## src/can_bus_off_recovery_sequencer_macros.svh

```systemverilog
// Assertion macros of the bus-off recovery sequencer, used by cbr_back.
// Depends on nothing; included by files that carry concurrent assertions.
`ifndef CAN_BUS_OFF_RECOVERY_SEQUENCER_MACROS_SVH
`define CAN_BUS_OFF_RECOVERY_SEQUENCER_MACROS_SVH

// Implication checked on every rising clock edge outside reset.
`define CBR_ASSERT_IMP(label, clk, rst_n, ante, cons, msg) \
	label: assert property (@(posedge clk) disable iff (!rst_n) (ante) |-> (cons)) \
		else $error(msg);

// Next-cycle implication checked outside reset.
`define CBR_ASSERT_NXT(label, clk, rst_n, ante, cons, msg) \
	label: assert property (@(posedge clk) disable iff (!rst_n) (ante) |=> (cons)) \
		else $error(msg);

`endif

```

## src/cbr_pkg.sv

```systemverilog
// Shared types and constants of the bus-off recovery sequencer.
// Depends on nothing; used by the interfaces, the modules and the testbench.
package cbr_pkg;

	localparam int unsigned COUNTER_BITS_DEF = 32;
	localparam logic [15:0] RETRY_RESET = 16'd200;

	localparam logic [1:0] CMD_ERR    = 2'd0;
	localparam logic [1:0] CMD_TX     = 2'd1;
	localparam logic [1:0] CMD_POLL   = 2'd2;
	localparam logic [1:0] CMD_UNUSED = 2'd3;

	localparam logic [2:0] LOG_EP   = 3'd0;
	localparam logic [2:0] LOG_BO   = 3'd1;
	localparam logic [2:0] LOG_OK   = 3'd2;
	localparam logic [2:0] LOG_FAIL = 3'd3;
	localparam logic [2:0] LOG_NONE = 3'd4;

	localparam logic [1:0] STEP_NONE   = 2'd0;
	localparam logic [1:0] STEP_STOP   = 2'd1;
	localparam logic [1:0] STEP_START  = 2'd2;
	localparam logic [1:0] STEP_NOTIFY = 2'd3;

	localparam logic [1:0] PH_STOP   = 2'd0;
	localparam logic [1:0] PH_START  = 2'd1;
	localparam logic [1:0] PH_NOTIFY = 2'd2;

	localparam int unsigned QUEUE_DEPTH = 2;

	typedef struct packed {
		logic [1:0]  cmd;
		logic        error_passive_flag;
		logic        bus_off_flag;
		logic        tx_nonzero;
		logic [31:0] status_reg;
		logic [31:0] error_count_reg;
		logic [31:0] tick_now;
		logic [1:0]  stop_result;
		logic [1:0]  start_result;
		logic [1:0]  notify_result;
	} cbr_item_t;

	typedef struct packed {
		logic [2:0]  log_kind;
		logic [31:0] log_arg_a;
		logic [31:0] log_arg_b;
	} cbr_log_t;

endpackage

```

## src/cbr_if.sv

```systemverilog
// Valid/ready channel interfaces for the bus-off recovery sequencer.
// Depends on cbr_pkg for the default counter width.
interface cbr_in_if;
	logic        valid;
	logic        ready;
	logic [1:0]  cmd;
	logic        error_passive_flag;
	logic        bus_off_flag;
	logic [31:0] tx_buffer_bits;
	logic [31:0] status_reg;
	logic [31:0] error_count_reg;
	logic [31:0] tick_now;
	logic [1:0]  stop_result;
	logic [1:0]  start_result;
	logic [1:0]  notify_result;

	modport source (output valid, cmd, error_passive_flag, bus_off_flag, tx_buffer_bits,
		status_reg, error_count_reg, tick_now, stop_result, start_result, notify_result,
		input ready);
	modport sink (input valid, cmd, error_passive_flag, bus_off_flag, tx_buffer_bits,
		status_reg, error_count_reg, tick_now, stop_result, start_result, notify_result,
		output ready);
endinterface

interface cbr_out_if #(parameter int unsigned COUNTER_BITS = cbr_pkg::COUNTER_BITS_DEF);
	logic                    valid;
	logic                    ready;
	logic [2:0]              log_kind;
	logic [31:0]             log_arg_a;
	logic [31:0]             log_arg_b;
	logic                    last;
	logic [2:0]              steps_issued;
	logic                    recovery_open;
	logic                    confirm_wait;
	logic [COUNTER_BITS-1:0] attempt_count;
	logic [COUNTER_BITS-1:0] success_count;
	logic [COUNTER_BITS-1:0] failure_count;
	logic [COUNTER_BITS-1:0] verify_fail_count;
	logic [COUNTER_BITS-1:0] bus_off_suppressed;

	modport source (output valid, log_kind, log_arg_a, log_arg_b, last, steps_issued,
		recovery_open, confirm_wait, attempt_count, success_count,
		failure_count, verify_fail_count, bus_off_suppressed, input ready);
	modport sink (input valid, log_kind, log_arg_a, log_arg_b, last, steps_issued,
		recovery_open, confirm_wait, attempt_count, success_count,
		failure_count, verify_fail_count, bus_off_suppressed, output ready);
endinterface

```

## src/cbr_front.sv

```systemverilog
// Front part: accepts input beats, reduces them to compact items and queues them.
// Depends on cbr_pkg; feeds cbr_back through a two-entry queue.
module cbr_front (
	input  logic                clk,
	input  logic                arst_n,
	cbr_in_if.sink              in_ch,
	output logic                q_valid,
	input  logic                q_pop,
	output cbr_pkg::cbr_item_t  q_item
);

	cbr_pkg::cbr_item_t mem_q [cbr_pkg::QUEUE_DEPTH];
	logic       wr_ptr_q;
	logic       rd_ptr_q;
	logic [1:0] count_q;
	logic       push;
	cbr_pkg::cbr_item_t item;

	assign in_ch.ready = (count_q != 2'd2);
	assign push        = in_ch.valid && in_ch.ready;
	assign q_valid     = (count_q != 2'd0);
	assign q_item      = mem_q[rd_ptr_q];

	always_comb begin
		item.cmd                = in_ch.cmd;
		item.error_passive_flag = in_ch.error_passive_flag;
		item.bus_off_flag       = in_ch.bus_off_flag;
		item.tx_nonzero         = (in_ch.tx_buffer_bits != 32'd0);
		item.status_reg         = in_ch.status_reg;
		item.error_count_reg    = in_ch.error_count_reg;
		item.tick_now           = in_ch.tick_now;
		item.stop_result        = in_ch.stop_result;
		item.start_result       = in_ch.start_result;
		item.notify_result      = in_ch.notify_result;
	end

	always_ff @(posedge clk) begin
		if (push) begin
			mem_q[wr_ptr_q] <= item;
		end
	end

	always_ff @(posedge clk or negedge arst_n) begin
		if (!arst_n) begin
			wr_ptr_q <= 1'b0;
			rd_ptr_q <= 1'b0;
			count_q  <= 2'd0;
		end else begin
			if (push) begin
				wr_ptr_q <= ~wr_ptr_q;
			end
			if (q_pop) begin
				rd_ptr_q <= ~rd_ptr_q;
			end
			count_q <= count_q + {1'b0, push} - {1'b0, q_pop};
		end
	end

endmodule

```

## src/cbr_back.sv

```systemverilog
// Back part: runs the recovery bookkeeping for each queued item and drains its log beats.
// Depends on cbr_pkg, cbr_out_if and the assertion macros.
`include "can_bus_off_recovery_sequencer_macros.svh"

module cbr_back #(
	parameter int unsigned COUNTER_BITS = cbr_pkg::COUNTER_BITS_DEF
) (
	input  logic               clk,
	input  logic               arst_n,
	input  logic               cfg_we,
	input  logic [15:0]        cfg_wdata,
	input  logic               q_valid,
	output logic               q_pop,
	input  cbr_pkg::cbr_item_t q_item,
	cbr_out_if.source          out_ch
);

	localparam int unsigned CB = COUNTER_BITS;

	logic [15:0]   retry_q;
	logic [CB-1:0] bo_ev_q, ep_ev_q, tx_ev_q;
	logic [31:0]   ep_psr_q, ep_ecr_q, bo_psr_q, bo_ecr_q;
	logic [CB-1:0] handled_q, sched_q, logged_bo_q, logged_ep_q;
	logic [CB-1:0] vbo_q, vtx_q;
	logic [31:0]   next_att_q;
	logic          verifying_q, episode_q;
	logic [1:0]    phase_q;
	logic [CB-1:0] att_q, succ_q, fail_q, vfail_q, bosup_q, epsup_q;
	logic [1:0]    lf_step_q, lf_code_q;

	// Output buffer holding the log beats of one item.
	cbr_pkg::cbr_log_t logs_q [3];
	logic [1:0] nlog_q;
	logic [1:0] idx_q;
	logic       busy_q;
	logic [2:0] steps_q;

	// Next-state values.
	logic [CB-1:0] bo_ev_d, ep_ev_d, tx_ev_d;
	logic [31:0]   ep_psr_d, ep_ecr_d, bo_psr_d, bo_ecr_d;
	logic [CB-1:0] handled_d, sched_d, logged_bo_d, logged_ep_d, vbo_d, vtx_d;
	logic [31:0]   next_att_d;
	logic          verifying_d, episode_d;
	logic [1:0]    phase_d;
	logic [CB-1:0] att_d, succ_d, fail_d, vfail_d, bosup_d, epsup_d;
	logic [1:0]    lf_step_d, lf_code_d;
	cbr_pkg::cbr_log_t logs_d [3];
	logic [1:0]    nlog_d;
	logic [2:0]    steps_d;
	logic [CB-1:0] n;
	logic [31:0]   diff;
	logic          run, fail_hit, halt;
	logic [1:0]    f_step, f_code;
	logic          last_beat;

	assign last_beat = (idx_q == nlog_q - 2'd1);
	assign q_pop     = q_valid && (!busy_q || (out_ch.ready && last_beat));

	always_comb begin
		bo_ev_d = bo_ev_q; ep_ev_d = ep_ev_q; tx_ev_d = tx_ev_q;
		ep_psr_d = ep_psr_q; ep_ecr_d = ep_ecr_q; bo_psr_d = bo_psr_q; bo_ecr_d = bo_ecr_q;
		handled_d = handled_q; sched_d = sched_q;
		logged_bo_d = logged_bo_q; logged_ep_d = logged_ep_q;
		vbo_d = vbo_q; vtx_d = vtx_q; next_att_d = next_att_q;
		verifying_d = verifying_q; episode_d = episode_q; phase_d = phase_q;
		att_d = att_q; succ_d = succ_q; fail_d = fail_q;
		vfail_d = vfail_q; bosup_d = bosup_q; epsup_d = epsup_q;
		lf_step_d = lf_step_q; lf_code_d = lf_code_q;
		for (int i = 0; i < 3; i++) begin
			logs_d[i] = '{cbr_pkg::LOG_NONE, 32'd0, 32'd0};
		end
		nlog_d = 2'd0; steps_d = 3'd0;
		n = '0; diff = '0; run = 1'b0; fail_hit = 1'b0; halt = 1'b0;
		f_step = cbr_pkg::STEP_NONE; f_code = 2'd0;

		unique case (q_item.cmd)
			cbr_pkg::CMD_ERR: begin
				if (q_item.error_passive_flag) begin
					ep_psr_d = q_item.status_reg;
					ep_ecr_d = q_item.error_count_reg;
					ep_ev_d  = ep_ev_q + 1'b1;
				end
				if (q_item.bus_off_flag) begin
					bo_psr_d = q_item.status_reg;
					bo_ecr_d = q_item.error_count_reg;
					bo_ev_d  = bo_ev_q + 1'b1;
				end
			end
			cbr_pkg::CMD_TX: begin
				if (q_item.tx_nonzero) begin
					tx_ev_d = tx_ev_q + 1'b1;
				end
			end
			cbr_pkg::CMD_POLL: begin
				if (ep_ev_q != logged_ep_q) begin
					n = ep_ev_q - logged_ep_q;
					if (!episode_q) begin
						logs_d[nlog_d] = '{cbr_pkg::LOG_EP, ep_psr_q, ep_ecr_q};
						nlog_d = nlog_d + 2'd1;
						if (n > 1) begin
							epsup_d = epsup_d + n - 1'b1;
						end
					end else begin
						epsup_d = epsup_d + n;
					end
					logged_ep_d = ep_ev_q;
				end
				if (bo_ev_q != sched_q) begin
					if (logged_bo_q != bo_ev_q) begin
						n = bo_ev_q - logged_bo_q;
						if (!episode_q) begin
							logs_d[nlog_d] = '{cbr_pkg::LOG_BO, bo_psr_q, bo_ecr_q};
							nlog_d = nlog_d + 2'd1;
							episode_d = 1'b1;
							if (n > 1) begin
								bosup_d = bosup_d + n - 1'b1;
							end
						end else begin
							bosup_d = bosup_d + n;
						end
						logged_bo_d = bo_ev_q;
					end
					if (verifying_q) begin
						verifying_d = 1'b0;
						vfail_d = vfail_d + 1'b1;
					end
					sched_d = bo_ev_q;
					next_att_d = q_item.tick_now + {16'd0, retry_q};
				end
				if (verifying_d) begin
					if (tx_ev_q != vtx_q && bo_ev_q == vbo_q) begin
						handled_d = vbo_q;
						verifying_d = 1'b0;
						episode_d = 1'b0;
						succ_d = succ_d + 1'b1;
						lf_step_d = cbr_pkg::STEP_NONE;
						lf_code_d = 2'd0;
						logs_d[nlog_d] = '{cbr_pkg::LOG_OK, q_item.status_reg,
							q_item.error_count_reg};
						nlog_d = nlog_d + 2'd1;
					end
				end else if (sched_d != handled_d) begin
					diff = q_item.tick_now - next_att_d;
					run = !diff[31];
				end
				if (run) begin
					next_att_d = q_item.tick_now + {16'd0, retry_q};
					att_d = att_d + 1'b1;
					if (phase_q == cbr_pkg::PH_STOP) begin
						steps_d[0] = 1'b1;
						if (q_item.stop_result != 2'd0) begin
							fail_hit = 1'b1; f_step = cbr_pkg::STEP_STOP;
							f_code = q_item.stop_result; halt = 1'b1;
						end else begin
							phase_d = cbr_pkg::PH_START;
						end
					end
					if (!halt && phase_d == cbr_pkg::PH_START) begin
						steps_d[1] = 1'b1;
						if (q_item.start_result != 2'd0) begin
							fail_hit = 1'b1; f_step = cbr_pkg::STEP_START;
							f_code = q_item.start_result; halt = 1'b1;
						end else begin
							phase_d = cbr_pkg::PH_NOTIFY;
						end
					end
					if (!halt) begin
						steps_d[2] = 1'b1;
						if (q_item.notify_result != 2'd0) begin
							fail_hit = 1'b1; f_step = cbr_pkg::STEP_NOTIFY;
							f_code = q_item.notify_result;
						end else begin
							phase_d = cbr_pkg::PH_STOP;
							lf_step_d = cbr_pkg::STEP_NONE;
							lf_code_d = 2'd0;
							vbo_d = sched_d;
							vtx_d = tx_ev_q;
							verifying_d = 1'b1;
						end
					end
					if (fail_hit) begin
						fail_d = fail_d + 1'b1;
						if (lf_step_q != f_step || lf_code_q != f_code) begin
							logs_d[nlog_d] = '{cbr_pkg::LOG_FAIL, {30'd0, f_step},
								{30'd0, f_code}};
							nlog_d = nlog_d + 2'd1;
						end
						lf_step_d = f_step;
						lf_code_d = f_code;
					end
				end
			end
			default: begin
			end
		endcase
		if (nlog_d == 2'd0) begin
			nlog_d = 2'd1;
		end
	end

	always_ff @(posedge clk) begin
		if (q_pop) begin
			ep_psr_q <= ep_psr_d; ep_ecr_q <= ep_ecr_d;
			bo_psr_q <= bo_psr_d; bo_ecr_q <= bo_ecr_d;
			for (int i = 0; i < 3; i++) begin
				logs_q[i] <= logs_d[i];
			end
		end
	end

	always_ff @(posedge clk or negedge arst_n) begin
		if (!arst_n) begin
			retry_q <= cbr_pkg::RETRY_RESET;
			bo_ev_q <= '0; ep_ev_q <= '0; tx_ev_q <= '0;
			handled_q <= '0; sched_q <= '0; logged_bo_q <= '0; logged_ep_q <= '0;
			vbo_q <= '0; vtx_q <= '0; next_att_q <= '0;
			verifying_q <= 1'b0; episode_q <= 1'b0; phase_q <= cbr_pkg::PH_STOP;
			att_q <= '0; succ_q <= '0; fail_q <= '0;
			vfail_q <= '0; bosup_q <= '0; epsup_q <= '0;
			lf_step_q <= cbr_pkg::STEP_NONE; lf_code_q <= 2'd0;
			nlog_q <= 2'd1; idx_q <= 2'd0; busy_q <= 1'b0; steps_q <= 3'd0;
		end else begin
			if (cfg_we) begin
				retry_q <= cfg_wdata;
			end
			if (q_pop) begin
				bo_ev_q <= bo_ev_d; ep_ev_q <= ep_ev_d; tx_ev_q <= tx_ev_d;
				handled_q <= handled_d; sched_q <= sched_d;
				logged_bo_q <= logged_bo_d; logged_ep_q <= logged_ep_d;
				vbo_q <= vbo_d; vtx_q <= vtx_d; next_att_q <= next_att_d;
				verifying_q <= verifying_d; episode_q <= episode_d; phase_q <= phase_d;
				att_q <= att_d; succ_q <= succ_d; fail_q <= fail_d;
				vfail_q <= vfail_d; bosup_q <= bosup_d; epsup_q <= epsup_d;
				lf_step_q <= lf_step_d; lf_code_q <= lf_code_d;
				nlog_q <= nlog_d; idx_q <= 2'd0; busy_q <= 1'b1; steps_q <= steps_d;
			end else if (busy_q && out_ch.ready) begin
				if (last_beat) begin
					busy_q <= 1'b0;
				end else begin
					idx_q <= idx_q + 2'd1;
				end
			end
		end
	end

	assign out_ch.valid              = busy_q;
	assign out_ch.log_kind           = logs_q[idx_q].log_kind;
	assign out_ch.log_arg_a          = logs_q[idx_q].log_arg_a;
	assign out_ch.log_arg_b          = logs_q[idx_q].log_arg_b;
	assign out_ch.last               = last_beat;
	assign out_ch.steps_issued       = steps_q;
	assign out_ch.recovery_open      = (sched_q != handled_q) || verifying_q;
	assign out_ch.confirm_wait       = verifying_q;
	assign out_ch.attempt_count      = att_q;
	assign out_ch.success_count      = succ_q;
	assign out_ch.failure_count      = fail_q;
	assign out_ch.verify_fail_count  = vfail_q;
	assign out_ch.bus_off_suppressed = bosup_q;

	`CBR_ASSERT_IMP(a_idx_range, clk, arst_n, busy_q, idx_q < nlog_q, "beat index past item")
	`CBR_ASSERT_IMP(a_phase_ok, clk, arst_n, 1'b1, phase_q != 2'd3, "unused phase reached")
	`CBR_ASSERT_NXT(a_hold, clk, arst_n, busy_q && !out_ch.ready, busy_q && $stable(idx_q),
		"beat dropped under stall")
	`CBR_ASSERT_IMP(a_verify_pend, clk, arst_n, verifying_q,
		out_ch.recovery_open, "verification without pending recovery")

endmodule

```

## src/can_bus_off_recovery_sequencer.sv

```systemverilog
// Top level of the CAN bus-off recovery sequencer.
// Depends on cbr_pkg, cbr_if, cbr_front and cbr_back.
//
// Usage: items arrive on the in_ch valid/ready channel; each is an error-status
// event, a transmit completion, a main-loop poll or an unused command. Every
// item yields one to three log beats on out_ch, the final one marked by last;
// all beats of an item carry the same status counters. The retry interval
// register is written through cfg_we and cfg_wdata while the block is idle;
// the user must keep to this, as the block does not enforce it. An accepted
// beat enters a two-entry queue; the back end pops it when idle or as the last
// beat of the previous item is taken, and registers its log beats and counters.
// While the receiver is ready, the back end takes one item per cycle for
// single-beat items and sends the beats of a longer item one per cycle.
// When the receiver stalls, the current beat holds, the queue fills and then
// in_ch.ready drops. Reset clears all counters, the queue and out_ch.valid,
// and loads the retry interval with 200 ticks.
module can_bus_off_recovery_sequencer #(
	parameter int unsigned COUNTER_BITS = cbr_pkg::COUNTER_BITS_DEF
) (
	input  logic        clk,
	input  logic        arst_n,
	input  logic        cfg_we,
	input  logic [15:0] cfg_wdata,
	cbr_in_if.sink      in_ch,
	cbr_out_if.source   out_ch
);

	logic               q_valid;
	logic               q_pop;
	cbr_pkg::cbr_item_t q_item;

	cbr_front u_front (
		.clk     (clk),
		.arst_n  (arst_n),
		.in_ch   (in_ch),
		.q_valid (q_valid),
		.q_pop   (q_pop),
		.q_item  (q_item)
	);

	cbr_back #(.COUNTER_BITS(COUNTER_BITS)) u_back (
		.clk       (clk),
		.arst_n    (arst_n),
		.cfg_we    (cfg_we),
		.cfg_wdata (cfg_wdata),
		.q_valid   (q_valid),
		.q_pop     (q_pop),
		.q_item    (q_item),
		.out_ch    (out_ch)
	);

endmodule

```

## src/flat_wrapper.sv

```systemverilog
// flat-port wrapper written by rule: the top's interface ports become plain ports
module can_bus_off_recovery_sequencer_flat 
#(
	parameter int unsigned COUNTER_BITS = cbr_pkg::COUNTER_BITS_DEF
)
  (clk, arst_n, cfg_we, cfg_wdata, in_ch_valid, in_ch_cmd, in_ch_error_passive_flag, in_ch_bus_off_flag, in_ch_tx_buffer_bits, in_ch_status_reg, in_ch_error_count_reg, in_ch_tick_now, in_ch_stop_result, in_ch_start_result, in_ch_notify_result, in_ch_ready, out_ch_valid, out_ch_log_kind, out_ch_log_arg_a, out_ch_log_arg_b, out_ch_last, out_ch_steps_issued, out_ch_recovery_open, out_ch_confirm_wait, out_ch_attempt_count, out_ch_success_count, out_ch_failure_count, out_ch_verify_fail_count, out_ch_bus_off_suppressed, out_ch_ready);
  cbr_in_if in_ch_i ();
  cbr_out_if #(.COUNTER_BITS(COUNTER_BITS)) out_ch_i ();
  input  logic clk;
  input  logic arst_n;
  input  logic cfg_we;
  input  logic [15:0] cfg_wdata;
  input wire logic [$bits(in_ch_i.valid)-1:0] in_ch_valid;
  input wire logic [$bits(in_ch_i.cmd)-1:0] in_ch_cmd;
  input wire logic [$bits(in_ch_i.error_passive_flag)-1:0] in_ch_error_passive_flag;
  input wire logic [$bits(in_ch_i.bus_off_flag)-1:0] in_ch_bus_off_flag;
  input wire logic [$bits(in_ch_i.tx_buffer_bits)-1:0] in_ch_tx_buffer_bits;
  input wire logic [$bits(in_ch_i.status_reg)-1:0] in_ch_status_reg;
  input wire logic [$bits(in_ch_i.error_count_reg)-1:0] in_ch_error_count_reg;
  input wire logic [$bits(in_ch_i.tick_now)-1:0] in_ch_tick_now;
  input wire logic [$bits(in_ch_i.stop_result)-1:0] in_ch_stop_result;
  input wire logic [$bits(in_ch_i.start_result)-1:0] in_ch_start_result;
  input wire logic [$bits(in_ch_i.notify_result)-1:0] in_ch_notify_result;
  output wire logic [$bits(in_ch_i.ready)-1:0] in_ch_ready;
  output wire logic [$bits(out_ch_i.valid)-1:0] out_ch_valid;
  output wire logic [$bits(out_ch_i.log_kind)-1:0] out_ch_log_kind;
  output wire logic [$bits(out_ch_i.log_arg_a)-1:0] out_ch_log_arg_a;
  output wire logic [$bits(out_ch_i.log_arg_b)-1:0] out_ch_log_arg_b;
  output wire logic [$bits(out_ch_i.last)-1:0] out_ch_last;
  output wire logic [$bits(out_ch_i.steps_issued)-1:0] out_ch_steps_issued;
  output wire logic [$bits(out_ch_i.recovery_open)-1:0] out_ch_recovery_open;
  output wire logic [$bits(out_ch_i.confirm_wait)-1:0] out_ch_confirm_wait;
  output wire logic [$bits(out_ch_i.attempt_count)-1:0] out_ch_attempt_count;
  output wire logic [$bits(out_ch_i.success_count)-1:0] out_ch_success_count;
  output wire logic [$bits(out_ch_i.failure_count)-1:0] out_ch_failure_count;
  output wire logic [$bits(out_ch_i.verify_fail_count)-1:0] out_ch_verify_fail_count;
  output wire logic [$bits(out_ch_i.bus_off_suppressed)-1:0] out_ch_bus_off_suppressed;
  input wire logic [$bits(out_ch_i.ready)-1:0] out_ch_ready;
  assign in_ch_i.valid = in_ch_valid;
  assign in_ch_i.cmd = in_ch_cmd;
  assign in_ch_i.error_passive_flag = in_ch_error_passive_flag;
  assign in_ch_i.bus_off_flag = in_ch_bus_off_flag;
  assign in_ch_i.tx_buffer_bits = in_ch_tx_buffer_bits;
  assign in_ch_i.status_reg = in_ch_status_reg;
  assign in_ch_i.error_count_reg = in_ch_error_count_reg;
  assign in_ch_i.tick_now = in_ch_tick_now;
  assign in_ch_i.stop_result = in_ch_stop_result;
  assign in_ch_i.start_result = in_ch_start_result;
  assign in_ch_i.notify_result = in_ch_notify_result;
  assign in_ch_ready = in_ch_i.ready;
  assign out_ch_valid = out_ch_i.valid;
  assign out_ch_log_kind = out_ch_i.log_kind;
  assign out_ch_log_arg_a = out_ch_i.log_arg_a;
  assign out_ch_log_arg_b = out_ch_i.log_arg_b;
  assign out_ch_last = out_ch_i.last;
  assign out_ch_steps_issued = out_ch_i.steps_issued;
  assign out_ch_recovery_open = out_ch_i.recovery_open;
  assign out_ch_confirm_wait = out_ch_i.confirm_wait;
  assign out_ch_attempt_count = out_ch_i.attempt_count;
  assign out_ch_success_count = out_ch_i.success_count;
  assign out_ch_failure_count = out_ch_i.failure_count;
  assign out_ch_verify_fail_count = out_ch_i.verify_fail_count;
  assign out_ch_bus_off_suppressed = out_ch_i.bus_off_suppressed;
  assign out_ch_i.ready = out_ch_ready;
  can_bus_off_recovery_sequencer #(.COUNTER_BITS(COUNTER_BITS)) u_core (.clk(clk), .arst_n(arst_n), .cfg_we(cfg_we), .cfg_wdata(cfg_wdata), .in_ch(in_ch_i), .out_ch(out_ch_i));
endmodule
```

## config.mk

```make
export PLATFORM = sky130hd
export DESIGN_NAME = can_bus_off_recovery_sequencer_flat
export DESIGN_NICKNAME = d
export VERILOG_FILES = /design/src/cbr_pkg.sv /design/src/cbr_if.sv /design/src/cbr_front.sv /design/src/cbr_back.sv /design/src/can_bus_off_recovery_sequencer.sv /design/src/flat_wrapper.sv
export VERILOG_INCLUDE_DIRS = /design/src /design/src/src
export SDC_FILE = /design/constraint.sdc
export NUM_CORES = 2
export LEC_CHECK = 0
export ABC_AREA = 1
export ABC_CLOCK_PERIOD_IN_PS = 16200
export BUFFER_PORTS_ARGS = -buffer_cell sky130_fd_sc_hd__clkbuf_2
export CAP_MARGIN = 20
export CORE_ASPECT_RATIO = 1.4
export CORE_MARGIN = 2
export CORE_UTILIZATION = 65
export CTS_BUF_LIST = sky130_fd_sc_hd__clkbuf_2
export CTS_CLUSTER_DIAMETER = 60
export DETAILED_ROUTE_END_ITERATION = 10
export PLACE_DENSITY = 0.85
export SYNTH_ARGS = -nofsm -noshare
export SYNTH_HDL_FRONTEND = slang
export SYNTH_SLANG_ARGS = --single-unit
```

## constraint.sdc

```tcl
create_clock -name clk -period 16.2 [get_ports clk]
set_input_delay 1.62 -clock clk [delete_from_list [all_inputs] [get_ports clk]]
set_output_delay 1.62 -clock clk [all_outputs]
set_load 0.1 [all_outputs]
```

==> results by group <==
Run status
  – Run status: complete, no violations

Place
  – GPL Wtd Cong: 0.965
  – Dpl ws: 8.61 ns
  – Port buffer count: 393
  – Placed cells: 7,696
  – Hpwl dp: 105 mm
  – Area after DPL: about 59,000 sq um

Yosys
  – Synth cell count leaders: nand2_1 (1,872), inv_1 (627), edfxtp_1 (543)
  – Xor/xnor share of the synthesized area: 0.0696
  – Combinational family with the most area after synthesis: simple AND/OR/NAND/NOR gates
  – Avg Cell Area, Syn: just under 9 sq um
  – Post-synthesis mux area share: 0.00655
  – Number of flops mapped to enable cells by yosys: 543
  – Synth Area in Compound Gates: 0.0925
  – Syn Inst Count: 6,411
  – Post-Synth Simple-Gate Area: 0.218
  – Synth Area in Adders: 0.0289
  – Yosys cell types: 70
  – Post-Syn Nets: around 6,700
  – Post-synth top flop: edfxtp_1
  – Post-synthesis sequential area ratio: 0.521
  – Top-count cell post-synth: nand2_1
  – Asr flop ratio synth: 0.487
  – Synthesized area: 56,100 sq um
  – Cell taking the most area after synthesis: edfxtp_1
  – #FFs+latches synth: around 1,100
  – Yosys top cell area share: 0.291
  – Synth top area cells: edfxtp_1 (29%), dfrtp_1 (23%), nand2_1 (13%), xor2_1 (4.5%), inv_1 (4.2%)
  – Synthesis Warnings: 0

Critical path
  – Crit Path Max Fanout: 78
  – CP Buf/Inv Count: 6
  – Worst EP arrival: about 9.4 ns
  – FF-to-FF Start: u_core.u_front.rd_ptr_q
  – CP max stage delay: between 0.7 and 0.8 ns
  – CP max stage cell: dfrtp_4
  – Critical path class: reg -> reg
  – Critical path required time: ~18 ns
  – CP Capture Type: flop
  – Critical Path Source: u_core.u_front.rd_ptr_q
  – Worst setup SP type: flop
  – Most frequent CP cell: nand2_1
  – CP delay by family, top: compound AO/OA/AOI/OAI gates

CTS
  – Worst-path clk slew: between 0.1 and 0.15 ns
  – Post-CTS sizing: 0
  – Clock sinks: 1,059
  – CTS tree: done
  – CTS Root Cell: clkbuf_2
  – Clk Latency, worst-skew pair: 1.75 ns
  – Max Buffers Root-to-Sink: 3
  – H-tree levels: 4
  – CTS buffer count: 232

Pwr
  – Net Sw Power: 7.19 mW
  – Total power: 13.3 mW
  – Max IR drop VDD: 0.281 mV
  – PwrDens: 216 nW/um^2
  – Clock power frac: 0.131
  – Sw Share: 0.540
  – Combinational Power Share: 0.573
  – Sequential Power Share: 0.296
  – Leakage dissipation: 28.3 nW
  – P_int: 6.12 mW

Layout
  – Post-route insts no fill: 8,206
  – Fin area: between 60,000 and 70,000 sq um
  – Layout cell share with drive strength beyond 1: 0.144
  – Biggest register: u_core.u_front.mem_q
  – Syn-to-layout area delta: 9.96%
  – Max reg flops: 214
  – Largest registers: u_core.u_front.mem_q: 214 flops, u_core.u_back.logs_q: 201 flops
  – Nets: roughly 7,000

Hold path
  – Worst Hold Launch: in_ch_error_count_reg[22]
  – Hold/Removal Path Class: in -> reg

Detailed routing
  – Met1 WL: 56.0 mm
  – WL final: 154 mm
  – DR DRC count: 0
  – Final ANT Viol Nets: 0
  – Initial DRC count: 4,241
  – Routed WL per cell: 18.8 um
  – DRT Pass-1 Iters: 6
  – Metal3 WL: 12.8 mm
  – DR WL met2: 76.9 mm
  – Top Layer Used: met5
  – DR vias: 47,100
  – Vias/cell: 5.74

Run
  – Max Cap Viol: 0

GRT
  – Gr ovfl total: 0
  – Vias in the first global route: 47,400
  – Largest net degree at the start of global routing: 148
  – First-pass GRT wire length: about 240 mm
  – Initial antenna violation count: 11
  – Total track usage: 0.347

STA
  – FMAX: 128 MHz
  – Final Max Tran Viols: 0
  – Rel. slew slack: 0.233
  – Fin Setup TNS: 0 ns
  – RSZ-0062 raised after global routing: no
  – Fin crit period: ~7.8 ns
  – Final hold vios: 0
  – Final setup violation count: 0
  – Worst-Margin Slew: roughly 1.2 ns
  – Worst Clk Skew: 0.161 ns
  – Final worst slack: 8.42 ns
  – Fin crit share: 0.480

Floorplan
  – Initial Util: 0.655
  – Site row count: 127
  – Chip Width: 252 um
  – Total die area: 88,700 sq um
  – Top-level I/O count: 394
  – Chip Height: 352 um
  – Core area: 85,600 sq um
[power groups by stage]
stage	Combinational [mW]	Clock, mW	Sequential, mW
finish	7.62	1.74	3.94
global route	8.28	1.90	3.99
CTS	7.51	1.77	3.93
detailed placement	7.46	0	3.98
global placement	7.34	0	3.96
floorplan	5.22	0	4.42
[stage by stage]
step                hold slack [ns]   util
floorplan                     0.456      -
global placement              0.464  0.686
detailed placement            0.476  0.686
global route                -0.0161  0.720
CTS                        0.000742  0.720
finish                        0.119  0.720
[cells by family after synthesis]
kind of cell,after synthesis
adders and majority gates,128
and+or+nand+nor,2905
buffers and inverters,902
AOI/OAI and AO/OA,939
muxes,32
xor gates and xnor gates,446
DFF,1059
[path summary, 6_finish.rpt]
| path | end | slack [ns] | depth (start not counted) |
|---|---|---|---|
| min in group asynchronous | u_core.u_back.vtx_q[14] | 0.59 | 2 |
| worst max register to register | u_core.u_back.out_ch.attempt_count[14] | 8.42 | 31 |
| worst max-delay path | u_core.u_back.out_ch.attempt_count[14] | 8.42 | 31 |
| worst min-delay path | u_core.u_front.mem_q[1][60] | 0.12 | 1 |
| max in group asynchronous | u_core.u_back.out_ch.success_count[6] | 13.26 | 4 |
| worst min register to register | u_core.u_back.handled_q[11] | 0.48 | 2 |
[per-layer routing]
layer  vias to the layer above  GRT usage
met5                         -          0
met4                        14      0.207
met3                       519     0.0781
met2                      2204      0.602
met1                     22200      0.392
li1                      22200          -
[layout by cell type (no fill, tap or decap), types with 8 or more instances in the layout]
cell type	Yosys	final
a211oi_1	8	8
dfrtp_1	512	509
or2_2	32	32
clkbuf_2	3	744
a21oi_1	307	307
dlygate4sd3_1	0	58
diode_2	0	11
ha_1	125	125
o211ai_1	22	22
o21ai_0	350	350
o21bai_1	11	11
nand3_2	10	10
clkinv_2	2	16
o221ai_1	30	30
xor2_1	291	291
nand2_1	1872	1869
a21oi_2	10	10
nor2_1	496	492
inv_2	26	28
buf_4	7	36
o21ai_1	76	76
nor4_1	42	42
inv_1	627	626
nor3_1	108	108
nor2_2	17	18
nand3b_1	12	12
o22ai_1	71	71
xnor2_1	155	155
clkinv_1	4	59
edfxtp_1	543	543
nand3_1	132	131
o21a_1	9	9
nand2_2	20	20
nor2_4	10	13
or2_1	11	11
a21o_1	13	13
nand4_1	107	107
a21boi_0	9	9
mux2_2	28	28
[area by class of cell]
class | instances | area (sq um)
Clock buffer | 352 | 1760
Clock inverter | 87 | 527
Fill cell | 6442 | 23900
Timing Repair Buffer | 491 | 2910
Tap cell | 1096 | 1370
Antenna cell | 11 | 27.5
Multi-Input combinational cell | 4450 | 23400
Inverter | 660 | 2490
Sequential cell | 1059 | 29200
[what timing repair did]
item	4_1_cts	5_1_grt
hold buffers	58	0
endpoints found under the hold margin	202	0
buffers inserted	0	0
[worst reg2reg max path: cells and delay by family (launching register included)]
kind / cells / cell delay (ns)
buffers and inverters: 6 / 2.05
AOI/OAI and AO/OA: 9 / 2.11
and+or+nand+nor: 11 / 1.72
DFF: 1 / 0.75
xor gates and xnor gates: 2 / 0.32
adders and majority gates: 3 / 0.76
No activity file was read; power rests on OpenSTA's default activity.
